### src/rtl/ctd_pkg.sv
// ----------------------------------------------------------------------------
// ctd_pkg: shared types and constants for the countdown timer display
//
// Holds the operation codes, the time-unit constants, the fixed-point
// reciprocals used for the constant divisions, and the packed payload
// structures of the input and result channels.
// ----------------------------------------------------------------------------
package ctd_pkg;

    // Operation codes carried in the input item.
    localparam logic [1:0] OP_TICK  = 2'd0;
    localparam logic [1:0] OP_START = 2'd1;
    localparam logic [1:0] OP_STOP  = 2'd2;
    localparam logic [1:0] OP_RESET = 2'd3;

    // Time units.
    localparam int unsigned MS_PER_S      = 1000;
    localparam int unsigned MS_PER_CS     = 10;
    localparam int unsigned S_PER_MIN     = 60;
    localparam int unsigned MIN_PER_HOUR  = 60;
    localparam int unsigned HOURS_PER_DAY = 24;

    // Reciprocals: floor(n / d) == (n * RECIP) >> SHIFT, exact over the
    // range of n that reaches each divider.
    localparam logic [31:0] RECIP_S     = 32'd2199023256;  // /1000, n < 2^31
    localparam int unsigned SHIFT_S     = 41;
    localparam logic [26:0] RECIP_MIN   = 27'd71582789;    // /60, n < 2^22
    localparam int unsigned SHIFT_MIN   = 32;
    localparam logic [10:0] RECIP_CS    = 11'd1639;        // /10, n < 2^10
    localparam int unsigned SHIFT_CS    = 14;
    localparam logic [16:0] RECIP_HOUR  = 17'd69906;       // /60, n < 2^16
    localparam int unsigned SHIFT_HOUR  = 22;
    localparam logic [10:0] RECIP_DAY   = 11'd1366;        // /24, n < 2^10
    localparam int unsigned SHIFT_DAY   = 15;

    typedef struct packed {
        logic [1:0]  operation;
        logic [30:0] start_duration_ms;
    } t_in;

    typedef struct packed {
        logic [5:0] display_high;
        logic [5:0] display_mid;
        logic [6:0] display_low;
        logic       hours_shown;
        logic       running;
        logic       timer_set;
    } t_out;

endpackage

### src/rtl/countdown_timer_display.sv
// ----------------------------------------------------------------------------
// countdown_timer_display: millisecond countdown timer with display formatting
//
// Applies tick, start, stop and reset operations to the timer state and
// returns the remaining time split into display digit groups.
// ----------------------------------------------------------------------------
// The block takes one operation per clock cycle while o_ready is high and
// presents one result for each, in order. The timer state is updated in the
// cycle the operation is accepted, so operations may follow each other back
// to back; the remaining time then passes through five register stages ahead
// of the output register that split it into hours, minutes, seconds and
// centiseconds with constant-reciprocal multipliers. Each stage moves forward
// whenever the stage after it is empty or moving, so bubbles close up and new
// operations are still taken while a finished result waits at the output, as
// long as one of the stages ahead of it is empty.
module countdown_timer_display
    import ctd_pkg::*;
(
    input  logic i_clk,
    input  logic i_rst_n,
    input  logic i_valid,
    output logic o_ready,
    input  t_in  i_data,
    output logic o_valid,
    input  logic i_ready,
    output t_out o_data
);

    // Timer state.
    logic        r_running, n_running;
    logic [30:0] r_duration, n_duration;
    logic [30:0] r_remain, n_remain;
    logic [30:0] n_value;
    logic        w_accept;

    // Stage valids, index 1 is the first stage and 6 the output register.
    logic [6:1] r_vld;
    logic [6:1] w_load;

    // Stage payloads; the flags are {running, timer_set}.
    logic [30:0] r1_value;
    logic [1:0]  r1_flags;
    logic [30:0] r2_value;
    logic [21:0] r2_sec;
    logic [1:0]  r2_flags;
    logic [9:0]  r3_ms;
    logic [21:0] r3_sec;
    logic [15:0] r3_min;
    logic [1:0]  r3_flags;
    logic [5:0]  r4_ss;
    logic [6:0]  r4_cs;
    logic [15:0] r4_min;
    logic [9:0]  r4_hour;
    logic [1:0]  r4_flags;
    logic [5:0]  r5_ss;
    logic [6:0]  r5_cs;
    logic [5:0]  r5_mm;
    logic [9:0]  r5_hour;
    logic [4:0]  r5_day;
    logic [1:0]  r5_flags;
    t_out        r_out;

    // Stage arithmetic.
    logic [62:0] w_prod_sec;
    logic [31:0] w_ms_full;
    logic [48:0] w_prod_min;
    logic [21:0] w_ss_full;
    logic [20:0] w_prod_cs;
    logic [32:0] w_prod_hour;
    logic [15:0] w_mm_full;
    logic [20:0] w_prod_day;
    logic [9:0]  w_hh_full;
    logic [4:0]  w_hh;
    t_out        n_out;

    // ------------------------------------------------------------------
    // Handshake: a stage loads when it is empty or its contents move on.
    // ------------------------------------------------------------------
    always_comb begin
        w_load[6] = !r_vld[6] || i_ready;
        for (int k = 5; k >= 1; k--) begin
            w_load[k] = !r_vld[k] || w_load[k+1];
        end
    end

    assign o_ready  = w_load[1];
    assign w_accept = i_valid && w_load[1];
    assign o_valid  = r_vld[6];
    assign o_data   = r_out;

    always_ff @(posedge i_clk) begin
        if (!i_rst_n) begin
            r_vld <= '0;
        end else begin
            if (w_load[1]) begin
                r_vld[1] <= i_valid;
            end
            for (int k = 2; k <= 6; k++) begin
                if (w_load[k]) begin
                    r_vld[k] <= r_vld[k-1];
                end
            end
        end
    end

    // ------------------------------------------------------------------
    // Timer state update. The remaining time is tracked directly; while
    // stopped the stored duration is the remaining time.
    // ------------------------------------------------------------------
    always_comb begin
        n_running  = r_running;
        n_duration = r_duration;
        n_remain   = r_remain;
        case (i_data.operation)
            OP_TICK: begin
                if (r_running) begin
                    n_remain = r_remain - 31'd1;
                    // The count has run out, so the timer clears itself.
                    if (n_remain == '0) begin
                        n_running  = 1'b0;
                        n_duration = '0;
                    end
                end
            end
            OP_START: begin
                if (i_data.start_duration_ms != '0) begin
                    n_duration = i_data.start_duration_ms;
                    n_remain   = i_data.start_duration_ms;
                    n_running  = 1'b1;
                end else if (r_duration != '0) begin
                    n_remain  = r_duration;
                    n_running = 1'b1;
                end
            end
            OP_STOP: begin
                if (r_running) begin
                    n_duration = r_remain;
                    n_running  = 1'b0;
                end
            end
            OP_RESET: begin
                n_running  = 1'b0;
                n_duration = '0;
                n_remain   = '0;
            end
            default: begin
                n_running = r_running;
            end
        endcase
        n_value = n_running ? n_remain : n_duration;
    end

    always_ff @(posedge i_clk) begin
        if (!i_rst_n) begin
            r_running  <= 1'b0;
            r_duration <= '0;
            r_remain   <= '0;
        end else if (w_accept) begin
            r_running  <= n_running;
            r_duration <= n_duration;
            r_remain   <= n_remain;
        end
    end

    // ------------------------------------------------------------------
    // Display pipeline.
    // ------------------------------------------------------------------
    always_ff @(posedge i_clk) begin
        if (w_load[1]) begin
            r1_value <= n_value;
            r1_flags <= {n_running, (n_duration != '0)};
        end
    end

    // Whole seconds.
    assign w_prod_sec = 63'(r1_value) * 63'(RECIP_S);

    always_ff @(posedge i_clk) begin
        if (w_load[2]) begin
            r2_value <= r1_value;
            r2_sec   <= w_prod_sec[62:SHIFT_S];
            r2_flags <= r1_flags;
        end
    end

    // Milliseconds within the second, and whole minutes.
    assign w_ms_full  = {1'b0, r2_value} - (32'(r2_sec) * 32'(MS_PER_S));
    assign w_prod_min = 49'(r2_sec) * 49'(RECIP_MIN);

    always_ff @(posedge i_clk) begin
        if (w_load[3]) begin
            r3_ms    <= w_ms_full[9:0];
            r3_sec   <= r2_sec;
            r3_min   <= w_prod_min[SHIFT_MIN+15:SHIFT_MIN];
            r3_flags <= r2_flags;
        end
    end

    // Seconds within the minute, centiseconds and whole hours.
    assign w_ss_full   = r3_sec - (22'(r3_min) * 22'(S_PER_MIN));
    assign w_prod_cs   = 21'(r3_ms) * 21'(RECIP_CS);
    assign w_prod_hour = 33'(r3_min) * 33'(RECIP_HOUR);

    always_ff @(posedge i_clk) begin
        if (w_load[4]) begin
            r4_ss    <= w_ss_full[5:0];
            r4_cs    <= w_prod_cs[SHIFT_CS+6:SHIFT_CS];
            r4_min   <= r3_min;
            r4_hour  <= w_prod_hour[SHIFT_HOUR+9:SHIFT_HOUR];
            r4_flags <= r3_flags;
        end
    end

    // Minutes within the hour, and whole days.
    assign w_mm_full  = r4_min - (16'(r4_hour) * 16'(MIN_PER_HOUR));
    assign w_prod_day = 21'(r4_hour) * 21'(RECIP_DAY);

    always_ff @(posedge i_clk) begin
        if (w_load[5]) begin
            r5_ss    <= r4_ss;
            r5_cs    <= r4_cs;
            r5_mm    <= w_mm_full[5:0];
            r5_hour  <= r4_hour;
            r5_day   <= w_prod_day[SHIFT_DAY+4:SHIFT_DAY];
            r5_flags <= r4_flags;
        end
    end

    // Hours within the day pick the display format.
    assign w_hh_full = r5_hour - (10'(r5_day) * 10'(HOURS_PER_DAY));
    assign w_hh      = w_hh_full[4:0];

    always_comb begin
        if (w_hh != '0) begin
            n_out.display_high = {1'b0, w_hh};
            n_out.display_mid  = r5_mm;
            n_out.display_low  = {1'b0, r5_ss};
            n_out.hours_shown  = 1'b1;
        end else begin
            n_out.display_high = r5_mm;
            n_out.display_mid  = r5_ss;
            n_out.display_low  = r5_cs;
            n_out.hours_shown  = 1'b0;
        end
        n_out.running   = r5_flags[1];
        n_out.timer_set = r5_flags[0];
    end

    always_ff @(posedge i_clk) begin
        if (w_load[6]) begin
            r_out <= n_out;
        end
    end

`ifndef SYNTHESIS
    // A running timer always has time left and a stored duration.
    a_running_has_time: assert property (@(posedge i_clk) disable iff (!i_rst_n)
        r_running |-> (r_remain != '0) && (r_duration != '0))
        else $error("running timer with no time left");

    // A result that reports running also reports a set timer.
    a_running_implies_set: assert property (@(posedge i_clk) disable iff (!i_rst_n)
        o_valid && o_data.running |-> o_data.timer_set)
        else $error("running result without a set timer");

    // The digit groups stay within their display ranges.
    a_display_range: assert property (@(posedge i_clk) disable iff (!i_rst_n)
        o_valid |-> (o_data.display_high <= 6'd59) && (o_data.display_mid <= 6'd59)
                    && (o_data.display_low <= 7'd99))
        else $error("display field out of range");

    // A result held at the output does not change until it is taken.
    a_output_held: assert property (@(posedge i_clk) disable iff (!i_rst_n)
        o_valid && !i_ready |=> o_valid && $stable(o_data))
        else $error("held result changed");
`endif

endmodule
### config.mk
export PLATFORM = sky130hd
export DESIGN_NAME = countdown_timer_display
export DESIGN_NICKNAME = d
export VERILOG_FILES = /design/src/rtl/ctd_pkg.sv /design/src/rtl/countdown_timer_display.sv
export SDC_FILE = /design/constraint.sdc
export NUM_CORES = 2
export LEC_CHECK = 0
export BUFFER_PORTS_ARGS = -buffer_cell sky130_fd_sc_hd__buf_2
export CAP_MARGIN = 5
export CELL_PAD_IN_SITES_DETAIL_PLACEMENT = 1
export CELL_PAD_IN_SITES_GLOBAL_PLACEMENT = 1
export CORE_MARGIN = 5
export CORE_UTILIZATION = 46
export CTS_CLUSTER_SIZE = 12
export DETAILED_ROUTE_END_ITERATION = 7
export PLACE_DENSITY = 0.8
export SYNTH_ARGS = -nofsm -noshare
export SYNTH_HDL_FRONTEND = slang
export SYNTH_SLANG_ARGS = --single-unit
### constraint.sdc
create_clock -name i_clk -period 14.1 [get_ports i_clk]
set_clock_uncertainty 0.2 [all_clocks]
set_input_delay 0.705 -clock i_clk [delete_from_list [all_inputs] [get_ports i_clk]]
set_output_delay 0.705 -clock i_clk [all_outputs]
set_load 0.01 [all_outputs]
==> flow_summary.json <==
{
  "wl_per_cell_um": 22.1,
  "critPathArrivalTime_ns": 8.88,
  "setup_viol": 0,
  "num_io_pins": 61,
  "crit_family": "adder cells",
  "drive_gt1_share_pct": 4.21,
  "worst-r2r-cell-count": 25,
  "synth-edff-count": 182,
  "yosys_warnings": 0,
  "synth_top_family_by_area": "adder cells",
  "cts-root-buf": "clkbuf_16",
  "grt_pass1_vias": 29700,
  "r2r_start": "r1_value[8]",
  "multi_input_area_um2": 25400,
  "grt_max_degree": 79,
  "cts_post_setup_buffers_inserted": 0,
  "ys_seq_area_share_pct": 19.1,
  "finalMaxSlewViolations": 0,
  "synth_top_flop_cell": "edfxtp_1",
  "crit_type": "flop to flop",
  "path_common_cell": "fa_1",
  "post-synth-top-area-fraction_pct": 27.6,
  "ant_nets": 0,
  "fin_util_pct": 49.6,
  "whs_path_depth": 3,
  "finalCritPeriodShare_pct": 61.9,
  "fin_tns_setup_ns": 0,
  "post_cts_resized": 0,
  "cts_num_sinks": 251,
  "design.core.area_um2": 77300,
  "grt_pass1_wl_mm": 164,
  "via_count": 26100,
  "clockBufferDepth": 3,
  "slowest_stage": "o21ai_0",
  "ys_async_sr_fraction_pct": 0,
  "clock_latency_ns": 0.64,
  "die_y_um": 289,
  "synth_compound_area_share_pct": 9.62,
  "htreeDepth": 1,
  "dr.pass1.iters": 6,
  "syn_area_um2": 35800,
  "syn_inst": 3579,
  "antenna_found_initial": 4,
  "cts_tree": "done",
  "synth-seq-cells": 251,
  "syn_area_per_cell_um2": 10.0,
  "die_width_um": 289,
  "hp-class": "input pin to flop",
  "synth_xor_area_share_pct": 2.69,
  "die_area_um2": 83500,
  "worstPathMaxFanout": 12,
  "synth_area_leaders": "ha_1 (28%), fa_1 (24%), edfxtp_1 (15%), inv_1 (8.9%), dfxtp_1 (3.9%)",
  "final_cell_mix": "inv_1 (850), ha_1 (789), fa_1 (430)",
  "cpPeakStageDelay_ns": 0.81,
  "routed_wl_mm": 103,
  "dp_hpwl_mm": 83.2,
  "place.gp.congestion": 0.923,
  "synthToLayoutAreaGrowth_pct": 7.08,
  "rsz0062_at_grt": "false",
  "synthSimpleGateAreaFrac_pct": 6.86,
  "drtIter0Drc": 1646,
  "drc": 0,
  "end_kind": "flop",
  "viasPerCell": 5.60,
  "regToRegSetupSlack_ns": 5.37,
  "port_buffers": 60,
  "final_nets": 4863,
  "synth-adder-area-share_pct": 51.6,
  "antennaDiodeCount": 0,
  "cts_inserted_buffers": 31,
  "max_slew_margin_pct": 12.6,
  "grt_use_total_pct": 24.9,
  "status": "complete, no violations",
  "cts.clk_slew.worst_paths_ns": 0.07,
  "worst_pin_slew_ns": 1.31,
  "fin_crit_ns": 8.73,
  "whs_endpoint": "r_vld[1]",
  "synthMuxAreaShare_pct": 0.196,
  "ys_types": 74,
  "overflow": 0,
  "cp-start-kind": "flop",
  "synth_area_leader_cell": "ha_1",
  "cap_violations": 0,
  "cp.buffers_inverters": 6,
  "seq_area_um2": 6850,
  "num_rows": 102,
  "fill_cells": 8668,
  "r2r-end": "r2_sec[18]",
  "ctsHoldBuffers": 0,
  "worstPathRequired_ns": 14.25,
  "synth_nets": 4835,
  "fmax_mhz": 115,
  "final-hold-violation-count": 0,
  "hp-start": "i_valid",
  "cp-startpoint": "r1_value[8]",
  "start_util_pct": 46.3,
  "layout_commonest_cell": "inv_1"
}
==> cells in the mapped netlist (8+ instances only) <==
cell      number
o21ai_1       27
nor3_1        39
o21bai_1      17
nand2b_1      11
buf_1          8
clkbuf_1      65
o21ai_0       90
nand2_1      123
and3_1        12
or3_1         11
edfxtp_1     182
or4_1          8
a31oi_1        8
a21o_1        58
a22oi_1       31
fa_1         430
a211oi_1      38
nand3_1       43
dfxtp_1       69
inv_1        851
nor4_1        27
xnor2_1       77
o21a_1        16
ha_1         789
nand4_1       24
xor2_1        33
o211ai_1       8
o31ai_1        8
a21oi_1      179
nor2_1       162
nor2b_1       12
==> cells by family after synthesis <==
logic type / count (synthesis)
adders and majority gates: 1219
and+or+nand+nor: 510
DFF: 251
xor gates and xnor gates: 110
buffers and inverters: 935
AOI/OAI and AO/OA: 547
muxes: 7
==> per-layer routing <==
layer | routed length, µm | vias up | GRT usage, % | part of all wire (%)
met2 | 50700 | 760 | 43.2 | 49
met5 | 27 | - | 0 | 0.026
met4 | 5360 | 4 | 11.1 | 5.2
met1 | 41600 | 13200 | 31.2 | 40
li1 | - | 11900 | - | -
met3 | 5320 | 297 | 3.37 | 5.2
==> state kept, by name, indices dropped and copies added (netlist names), 5 cells and up <==
name and flops:
o_data 22, r1_value 31, r2_sec 22, r2_value 10
r3_min 16, r3_ms 10, r3_sec 6, r4_cs 7
r4_hour 10, r4_min 6, r4_ss 6, r5_cs 7
r5_hour 5, r5_mm 6, r5_ss 6, r_duration 31
r_remain 31, r_vld 6
==> how the worst max path moves through the flow <==
stage	end	slack [ns]	cells after the start
after detailed placement	r2_sec[18]	5.51	25
after floorplan	r2_sec[18]	6.93	25
after CTS	r2_sec[18]	5.43	25
after global routing	r2_sec[18]	4.95	25
final	r2_sec[18]	5.37	25
after global placement	r2_sec[18]	5.59	25
==> metrics by stage <==
step	setup WS [ns]	area (µm²)	hold WS [ns]	cells
2_1_floorplan	6.93	35800	0.200	3579
3_3_place_gp	5.59	37200	0.201	4614
3_5_place_dp	5.51	37200	0.206	4614
4_1_cts	5.43	38300	0.164	4672
5_1_grt	4.95	38300	0.197	4672
6_report	5.37	38300	0.181	4672
==> worst min-delay path, stage by stage <==
cell,delay (ns)
buf_2,0.09
inv_1,0.07
a21oi_1,0.11
==> cell type report <==
class | count | area share [%]
Multi-Input combinational cell | 2393 | 66.4
Sequential cell | 251 | 17.9
Inverter | 852 | 8.34
Tap cell | 1040 | 3.39
Clock buffer | 40 | 2.25
Timing Repair Buffer | 78 | 1.14
Clock inverter | 18 | 0.646
Power is not shown: default switching activity piles up to over one toggle a cycle in this logic, so the estimate is an artifact.
